===== config.mk =====
export PLATFORM = sky130hd
export DESIGN_NAME = pnt_div
export DESIGN_NICKNAME = d
export VERILOG_FILES = /design/src/hw/rtl/pnt_pkg.sv /design/src/hw/rtl/pnt_div.sv
export SDC_FILE = /design/constraint.sdc
export NUM_CORES = 1
export LEC_CHECK = 0
export BUFFER_PORTS_ARGS = -buffer_cell sky130_fd_sc_hd__buf_2
export CELL_PAD_IN_SITES_DETAIL_PLACEMENT = 1
export CELL_PAD_IN_SITES_GLOBAL_PLACEMENT = 1
export CORE_MARGIN = 4
export CORE_UTILIZATION = 45
export CTS_CLUSTER_SIZE = 10
export DETAILED_ROUTE_END_ITERATION = 12
export GPL_TIMING_DRIVEN = 0
export PLACE_DENSITY = 0.92
export RECOVER_POWER = 100
export SYNTH_ARGS = -nofsm -noshare
export SYNTH_HDL_FRONTEND = slang
export SYNTH_SLANG_ARGS = --single-unit

===== constraint.sdc =====
create_clock -name aclk -period 5.8 [get_ports aclk]
set_clock_uncertainty 0.2 [all_clocks]
set_input_delay 0.29 -clock aclk [delete_from_list [all_inputs] [get_ports aclk]]
set_output_delay 0.29 -clock aclk [all_outputs]
set_load 0.05 [all_outputs]

===== src/hw/rtl/pnt_pkg.sv =====
// ----------------------------------------------------------------------------
// pnt_pkg
// shared widths, state codes and divider status for the perfect number test
// ----------------------------------------------------------------------------
`default_nettype none

package pnt_pkg;

    localparam int VALUE_BITS = 31;
    localparam int SUM_W      = 34;
    localparam int ACC_W      = VALUE_BITS + 4;
    localparam int CNT_W      = $clog2(VALUE_BITS + 1);

    localparam logic [ACC_W-1:0] SUM_MAX = ACC_W'({SUM_W{1'b1}});

    typedef enum logic [5:0] {
        ST_IDLE      = 6'b000001,
        ST_DIV_START = 6'b000010,
        ST_DIV_WAIT  = 6'b000100,
        ST_ADD_D     = 6'b001000,
        ST_ADD_Q     = 6'b010000,
        ST_FINISH    = 6'b100000
    } pnt_state_t;

    typedef struct packed {
        logic                  done;
        logic [VALUE_BITS-1:0] quot;
        logic                  rem_zero;
    } pnt_div_res_t;

endpackage

`default_nettype wire


===== src/hw/rtl/pnt_div.sv =====
// ----------------------------------------------------------------------------
// pnt_div
// restoring divider, one quotient bit per cycle, shared by every trial divisor
// ----------------------------------------------------------------------------
`default_nettype none

module pnt_div
    import pnt_pkg::*;
(
    input  wire logic                  aclk,
    input  wire logic                  aresetn,
    input  wire logic                  start,
    input  wire logic [VALUE_BITS-1:0] dividend,
    input  wire logic [VALUE_BITS-1:0] divisor,
    output pnt_div_res_t               res
);

    logic [VALUE_BITS-1:0] rem_reg,  rem_next;
    logic [VALUE_BITS-1:0] quot_reg, quot_next;
    logic [CNT_W-1:0]      cnt_reg,  cnt_next;
    logic                  busy_reg, busy_next;
    logic                  done_reg, done_next;
    logic [VALUE_BITS:0]   trial;

    always_comb begin
        trial     = {rem_reg, quot_reg[VALUE_BITS-1]} - {1'b0, divisor};
        rem_next  = rem_reg;
        quot_next = quot_reg;
        cnt_next  = cnt_reg;
        busy_next = busy_reg;
        done_next = 1'b0;
        if (start) begin
            rem_next  = '0;
            quot_next = dividend;
            cnt_next  = CNT_W'(VALUE_BITS);
            busy_next = 1'b1;
        end else if (busy_reg) begin
            if (trial[VALUE_BITS]) begin
                rem_next = {rem_reg[VALUE_BITS-2:0], quot_reg[VALUE_BITS-1]};
            end else begin
                rem_next = trial[VALUE_BITS-1:0];
            end
            quot_next = {quot_reg[VALUE_BITS-2:0], ~trial[VALUE_BITS]};
            cnt_next  = cnt_reg - CNT_W'(1);
            if (cnt_reg == CNT_W'(1)) begin
                busy_next = 1'b0;
                done_next = 1'b1;
            end
        end
    end

    always_ff @(posedge aclk) begin
        if (!aresetn) begin
            busy_reg <= 1'b0;
            done_reg <= 1'b0;
            cnt_reg  <= '0;
        end else begin
            busy_reg <= busy_next;
            done_reg <= done_next;
            cnt_reg  <= cnt_next;
        end
        rem_reg  <= rem_next;
        quot_reg <= quot_next;
    end

    assign res.done     = done_reg;
    assign res.quot     = quot_reg;
    assign res.rem_zero = (rem_reg == '0);

endmodule

`default_nettype wire


==> impl.org, run 1 <==
** Die
- Pin placement for this block handled 98 I/O pins.
- Starting utilization of the core area :: 46.3%
- From left edge to right edge, the die measures 111 um.
- Core Footprint :: 10,300 um^2
- Height of the chip :: 111 um
- DIE AREA :: 12,300 um^2
- Row Count :: 37

** STA
- Worst-case headroom to the max-slew limit :: 8.28%
- For the pin with the worst max-slew slack, the measured transition is 1.34 ns.
- The clock period could shrink to 4.56 ns.
- Timing would allow up to 219 MHz.
- Accumulated negative setup slack :: 0 ns
- Hold is met by 0.0469 ns.
- The number of endpoints with negative hold slack in the final report was 0.
- In the post-route analysis, the smallest setup slack over all paths is 1.24 ns.
- The number of max-slew violations in the final report came to 0.
- After layout, the worst path uses 78.7% of the clock period.
- Setup violations remaining at the end of the flow were counted as 0.
- Unrepaired setup endpoints after global routing :: no

** Clock tree
- Buffers inserted by post-CTS timing repair :: 0
- Buffer levels on the longest clock path :: 2
- Register clock-pin slew on the reported worst setup and hold paths :: 0.08 ns
- Clock root buffer :: clkbuf_8
- The later pin in the worst-skew pair is clocked with a latency of 0.35 ns.
- CTS Sinks :: 69
- TritonCTS built the clock tree.
- Hold buffers post-CTS :: 0
- Number of H-tree levels :: 3
- Number of buffers created by CTS :: 9
- Resize count post-CTS :: 0

** Synth
- The netlist uses 57 different library cells.
- The biggest area contributor in the post-synthesis netlist is edfxtp_1.
- Post-synth ARST share :: 0%
- Number of synthesized flops with an enable pin :: 31
- Synth Flop Type :: dfxtp_1
- Averaged over all synthesized cells, the footprint is 9.13 um^2.
- By area the synthesized netlist is led by edfxtp_1, dfxtp_1, ha_1.
- Post-Synthesis Cell Area :: 4780 um^2
- Most frequent cell after synthesis :: nor2_1
- Area fraction of the dominant cell type after synthesis :: 19.5%
- Yosys synthesis warning count :: 0
- Synthesis produced 524 cells.
- Synth top cells by count :: nor2_1, inv_1, dfxtp_1, nand2_1
- Post-synthesis sequential area ratio :: 35.4%
- The number of nets in the synthesized netlist is 623.
- Counting flops and latches in the post-synthesis netlist gives 69.

** Pwr
- IR analysis of the VDD net gives a maximum drop of 190 uV.
- Power density over the cells :: 260 nW/um^2
- Summed over all cells, the static leakage comes to 2.41 nW.

** Cells and area
- Compared with the post-synthesis result, the final layout area differs by 17.0%.
- Layout cell share with drive strength beyond 1 :: 18.5%
- The repair_antennas step left the layout with diodes totalling 0.
- Once layout is done, the placed cells without fillers occupy 5590 um^2.
- The count of cells in the finished layout, fillers not included, comes to 773.
- Final #Nets :: 731

** Global route
- The via count of the first global-routing pass is 4,868.
- Across every metal layer, demand over resource in global routing totals 23.9%.
- The first global-routing pass estimated 24.4 mm of wire.
- Largest net degree at the start of global routing :: 32
- Initial antenna violation count :: 0
- Leftover overflow at the end of global routing :: 0

** Critical path
- In this design, the largest share of critical-path delay is due to compound AO/OA/AOI/OAI gates.
- The critical path in this run is classified as reg2reg.
- Total buffers and inverters traversed by the critical path :: 2
- In this design, the stage delay of the slowest critical-path cell is 1.12 ns.
- In this run the worst path has a maximum fanout of 10.
- Traced cell by cell, the critical path runs through ha_1, a21o_1, a31oi_1, a21oi_1, a2111oi_0, o41ai_4, a31oi_1, o41ai_1, xor2_1, buf_4, buf_4, o31ai_1, o221ai_1.
- Req. time, crit path :: 5.86 ns
- WP data arrival :: 4.62 ns
- Worst setup SP type :: flop
- The slowest stage of the critical path is the a2111oi_0 cell.
- Endpoint class of the critical path :: flop

** Placed design
- Placement Setup Slack :: 1.79 ns
- During placement, the flow inserted port buffers numbering 97.
- Placed Instances :: 757
- Summing all placed instances gives a cell area of 5440 um^2.
- At the end of routability-driven placement, the weighted congestion stood at 0.819.
- HPWL reported at the end of detailed placement :: 11.0 mm

** Route
- The routed design has 14.9 mm of wire.
- Detailed-route wire length per cell :: 19.2 um
- Pre-Repair DR Iteration Count :: 5
- After detailed routing, the number of remaining DRC violations is 0.
- Post-detailed-route via-to-cell ratio :: 5.74
- Via count of the routed design :: 4,436
- After the first detailed-routing iteration, the DRC count stood at 292.
- Residual antenna-violating net count after detailed routing :: 0

** Run
- # Max-Cap Violations :: 0

** Min path
- The worst hold path belongs to the class in2reg.

** Run status
- The run finished with clean final reports.
==> final timing paths <==
path,from,to,slack (ns),cells past startpoint
worst max register to register,rem_reg[3]$_SDFFE_PP0P_,rem_reg[28]$_SDFFE_PP0P_,1.24,13
worst min register to register,rem_reg[2]$_SDFFE_PP0P_,rem_reg[2]$_SDFFE_PP0P_,0.32,2
worst min-delay path,dividend[3],quot_reg[3]$_DFFE_PP_,0.05,2
worst max-delay path,rem_reg[3]$_SDFFE_PP0P_,rem_reg[28]$_SDFFE_PP0P_,1.24,13
==> cell usage in the layout (no fill, tap or decap), drive strengths merged, types with 5 or more instances in the layout <==
master | Yosys | layout
a21oi | 34 | 34
nor2 | 50 | 50
nor2b | 6 | 6
mux2 | 32 | 32
nor3 | 10 | 10
ha | 33 | 33
buf | 8 | 68
inv | 41 | 41
nand2 | 38 | 38
o21ai | 21 | 21
a211oi | 18 | 18
dfxtp | 38 | 38
xnor2 | 18 | 18
nand3 | 8 | 8
clkbuf | 20 | 67
edfxtp | 31 | 31
nor4 | 10 | 10
a31oi | 5 | 5
xor2 | 12 | 12
a21o | 13 | 13
mux2i | 24 | 24
nand4 | 7 | 7
==> through the flow <==
| stage | power, W | util, % |
|---|---|---|
| 2_1_floorplan | 0.000903 | - |
| 6_report | 0.00145 | 54.2 |
| 3_3_place_gp | 0.000997 | 52.7 |
| 5_1_grt | 0.00152 | 54.2 |
| 3_5_place_dp | 0.00102 | 52.7 |
| 4_1_cts | 0.00146 | 54.8 |
==> cell families (layout without fill, tap and decap cells) <==
| group | after synthesis | in the layout | synth area share (%) |
|---|---|---|---|
| AO/OA/AOI/OAI | 119 | 119 | 17.0 |
| XOR/XNOR | 30 | 30 | 5.49 |
| adder cells (fa/ha/maj) | 34 | 34 | 9.05 |
| buffers and inverters | 69 | 182 | 5.96 |
| flip-flops | 69 | 69 | 35.4 |
| multiplexers | 56 | 56 | 12.6 |
| AND/OR/NAND/NOR | 147 | 147 | 14.6 |
==> where the power goes <==
| group | switching (W) | total, W | internal, W |
|---|---|---|---|
| sequential | 0.0000338 | 0.000588 | 0.000555 |
| clock | 0.000195 | 0.000438 | 0.000242 |
| combinational | 0.000280 | 0.000426 | 0.000146 |
| total | 0.000509 | 0.00145 | 0.000943 |
==> area by class of cell <==
type,instances,area [um^2]
sequential,69,1690
clock inverter,6,87.6
inverter,41,154
buffer,28,131
tap,136,170
fill,1262,4730
multi-input combinational,386,2790
clock buffer,10,128
timing repair buffer,97,443
==> per-layer routing <==
layer	track usage, %	share of wire [%]	routed length [um]
met5	0	0	0
met1	28.6	42	6250
met4	6.65	1.2	174
met3	4.64	5.2	768
met2	43.6	52	7670
No activity file was read; power rests on OpenSTA's default activity.
==> inputs of run 2 (changes only) <==
--- a/config.mk
+++ b/config.mk
@@ -9,11 +9,11 @@
 export CELL_PAD_IN_SITES_DETAIL_PLACEMENT = 1
 export CELL_PAD_IN_SITES_GLOBAL_PLACEMENT = 1
 export CORE_MARGIN = 4
-export CORE_UTILIZATION = 45
+export CORE_UTILIZATION = 38
 export CTS_CLUSTER_SIZE = 10
 export DETAILED_ROUTE_END_ITERATION = 12
 export GPL_TIMING_DRIVEN = 0
-export PLACE_DENSITY = 0.92
+export PLACE_DENSITY = 0.83
 export RECOVER_POWER = 100
 export SYNTH_ARGS = -nofsm -noshare
 export SYNTH_HDL_FRONTEND = slang
==> constraint.sdc (replaced) <==
create_clock -name aclk -period 4 [get_ports aclk]
set_clock_uncertainty 0.2 [all_clocks]
set_input_delay 0.2 -clock aclk [delete_from_list [all_inputs] [get_ports aclk]]
set_output_delay 0.2 -clock aclk [all_outputs]
set_load 0.05 [all_outputs]
==> run 2 against run 1 <==
Via count is 2.5% higher. Hold slack worse by 0.053 ns. Power increased by 63%. Count of clock-buffer cells in the layout is 1 lower. Critical path type unchanged. Register-to-register slack got worse by 0.99 ns. Final area increased by 8.7%. The flow now finishes with violations (negative hold slack). Non-clock buffer count up 31. Core utilization shrank 4.2 points. Setup slack worse by 0.99 ns. Clock power rose by 95%. Sequential share of layout area fell by 2.4 points.
==> impl.org, run 2 (synthesis gave the netlist of run 1 again) <==
** Die
- The overall die area came to 14,400 um^2 (+17%).
- The area inside the core boundary came to 12,200 um^2 (+18%).
- Die boundary width :: 120 um (+8.2%)
- Starting utilization of the core area :: 39.3% (-7.0 points)
- The number of placement rows was 40 (+8.1%).
- Height of the chip :: 120 um (+8.2%)
- Count of pins on the block boundary :: 98 (unchanged)

** Critical path
- The number of cells on the worst reg-to-reg path was 13 (unchanged).
- On the critical path, the stage with the largest delay is an instance of ha_1.
- The logic depth of the worst path, buffers included was 13 (unchanged).
- Worst setup SP type :: flop
- The worst setup path is of the reg2reg kind.
- The maximum fanout along the worst path is 10 (unchanged).
- Walking the worst path, the cells encountered are ha_1, and3_1, nand2_1, a21oi_2, a2111oi_4, o41ai_4, a31oi_1, o41ai_2, xor2_1, buf_4, buf_4, o31ai_1, o221ai_1.
- WP data arrival :: 3.79 ns (-0.83 ns)
- The endpoint required time on the critical path was 4.04 ns (-1.82 ns).
- Cell type group with the largest total delay on the critical path :: compound AO/OA/AOI/OAI gates
- STA classifies the critical path endpoint as a flop.
- Most frequent CP cell :: buf_4
- The biggest cell delay along the critical path was 0.40 ns (-0.72 ns).
- Total buffers and inverters traversed by the critical path :: 2 (unchanged)

** Clock tree
- TritonCTS built the clock tree.
- Register clock-pin slew on the reported worst setup and hold paths :: 0.07 ns (about the same)
- The clock sink count is 69 (unchanged).
- Number of buffers created by CTS :: 9 (unchanged)
- Clock root buffer :: clkbuf_16
- Skew-Pair Late Insertion Delay :: 0.35 ns (about the same)
- Buffer levels on the longest clock path :: 2 (unchanged)
- Number of H-tree levels :: 3 (unchanged)

** Route
- Total detailed-routing wirelength :: 16.4 mm (+10%)
- The detailed-route via count came to 4,549 (+2.5%).
- The number of antenna-violating nets in the routed design is 0 (unchanged).
- Pre-Repair DR Iteration Count :: 4 (-1)
- Number of DRC violations after detailed-routing iteration 0 :: 207 (-29%)
- The wire length per cell came to 19.6 um (+2.0%).
- The detailed-route vias per instance is 5.44 (-5.2%).
- The count of unresolved DRC violations after routing was 0 (unchanged).

** Placed design
- Final weighted congestion in routability-driven placement :: 0.838 (+2.2%)
- HPWL reported at the end of detailed placement :: 11.0 mm (-0.54%)
- The count of input and output buffers was 97 (unchanged).

** STA
- Smallest hold slack :: -0.00581 ns (-0.0527 ns)
- Number of max-slew violations in the final report :: 0 (unchanged)
- Maximum achievable frequency :: 266 MHz (+22%)
- Accumulated negative setup slack :: 0 ns (unchanged)
- The number of endpoints with negative hold slack in the final report came to 1 (+1).
- Final clock period utilization by the worst path :: 93.9% (+15 points)
- The final-report setup violation count came to 0 (unchanged).
- Worst-Margin Slew :: 1.28 ns (-0.0642 ns)
- Final worst path period need :: 3.75 ns (-0.810 ns)
- The headroom to the max-slew limit was 14.8% (+6.5 points).

** Pwr
- The maximum vdd drop is 218 uV (+15%).
- Leakage power figure :: 2.59 nW (+7.6%)
- The areal power density over the cells came to 389 nW/um^2 (+50%).

** Cells and area
- Layout cell share with drive strength beyond 1 :: 17.8% (-0.71 points)
- The number of fillers in the final layout is 1,457 (+15%).
- Leading cell types in the layout, fill and taps excluded :: buf_2, clkbuf_1, nor2_1
- The multi-input combinational cell area was 2830 um^2 (+1.6%).
- Antenna fix cells :: 0 (unchanged)
- Final #Nets :: 762 (+4.2%)
- Leaving out fill and tap cells, the most frequent cell in the layout is buf_2.
- The combined flip-flop and latch cell area was 1690 um^2 (unchanged).
- The area growth from synthesis to layout is 27.1%.

** Global route
- The largest net degree at the start of global routing is 32 (unchanged).
- Wire length of the first global-routing pass :: 26.3 mm (+7.8%)
- Initial antenna violation count :: 0 (unchanged)
- The global-route congestion overflow total is 0 (unchanged).
- The total global-route track usage came to 22.9% (-0.99 points).
- The via count of the first global-routing pass is 4,966 (+2.0%).

** Run
- The max capacitance violation total came to 0 (unchanged).

** Run status
- Violations in the final reports :: negative hold slack
- Status :: finished, violations left

** Min path
- The number of cells on the worst hold path came to 3 (+1).
- The min-delay analysis places its worst path in the category in2reg.
run 2: cell count changes in the layout (fill, tap and decap cells not counted), moves of 7 or more:
| cell | previous run | this run |
|---|---|---|
| mux2_1 | 2 | 10 |
| mux2_2 | 30 | 22 |
| dlygate4sd3_1 | 0 | 30 |
| o21ai_1 | 1 | 8 |
| clkbuf_8 | 9 | 0 |
| o21ai_0 | 20 | 13 |
| clkbuf_16 | 0 | 9 |
run 2: power by group:
part	leakage, nW	internal [W]	switching, W	total [W]
Clock	0.149	0.000493	0.000360	0.000854
Sequential	0.624	0.000805	0.0000546	0.000860
Combinational	1.82	0.000232	0.000417	0.000649
run 2: cell type report:
cell class / count / share of cell area (%)
plain buffers: 28 / 2.16
clock buffers: 9 / 3.71
clock inverters: 7 / 1.32
inverters: 41 / 2.53
multi-input cells: 386 / 46.6
flip-flops and latches: 69 / 27.8
well taps: 168 / 3.46
repair buffers: 128 / 12.4
run 2: worst paths after layout:
path / endpoint / slack (ns) / start
max: rem_reg[28]$_SDFFE_PP0P_ / 0.25 / rem_reg[6]$_SDFFE_PP0P_
min: busy_reg$_SDFF_PN0_ / -0.006 / aresetn
max reg2reg: rem_reg[28]$_SDFFE_PP0P_ / 0.25 / rem_reg[6]$_SDFFE_PP0P_
min reg2reg: rem_reg[30]$_SDFFE_PP0P_ / 0.30 / rem_reg[30]$_SDFFE_PP0P_
run 2: worst min-delay path, delay by kind of cell:
family	cells	cell delay, ns
buffers and inverters	2	0.19
AND/OR/NAND/NOR	1	0.11
run 2: stage by stage:
step	power (W)	setup slack, ns	utilization (%)	instances	area [um^2]
6_report	0.00236	0.246	50.0	836	6080
5_1_grt	0.00245	-0.00782	50.0	836	6080
4_1_cts	0.00234	0.0762	49.9	834	6070
3_3_place_gp	0.00145	0.242	45.1	789	5480
3_5_place_dp	0.00148	0.110	45.1	789	5480
2_1_floorplan	0.00131	0.481	-	524	4780
run 2: what timing repair did:
item | in CTS | in global routing
gates resized for setup | 0 | 4
endpoints found under the setup margin | 0 | 15
endpoints found under the hold margin | 29 | 1
setup buffers | 0 | 1
hold buffers | 29 | 1
run 2: metal layers:
layer	routed length [um]	vias up	track usage, %
met5	0	-	0
li1	-	2174	-
met3	803	32	5.05
met1	6560	2218	26.2
met2	8500	125	41.5
met4	523	0	9.09
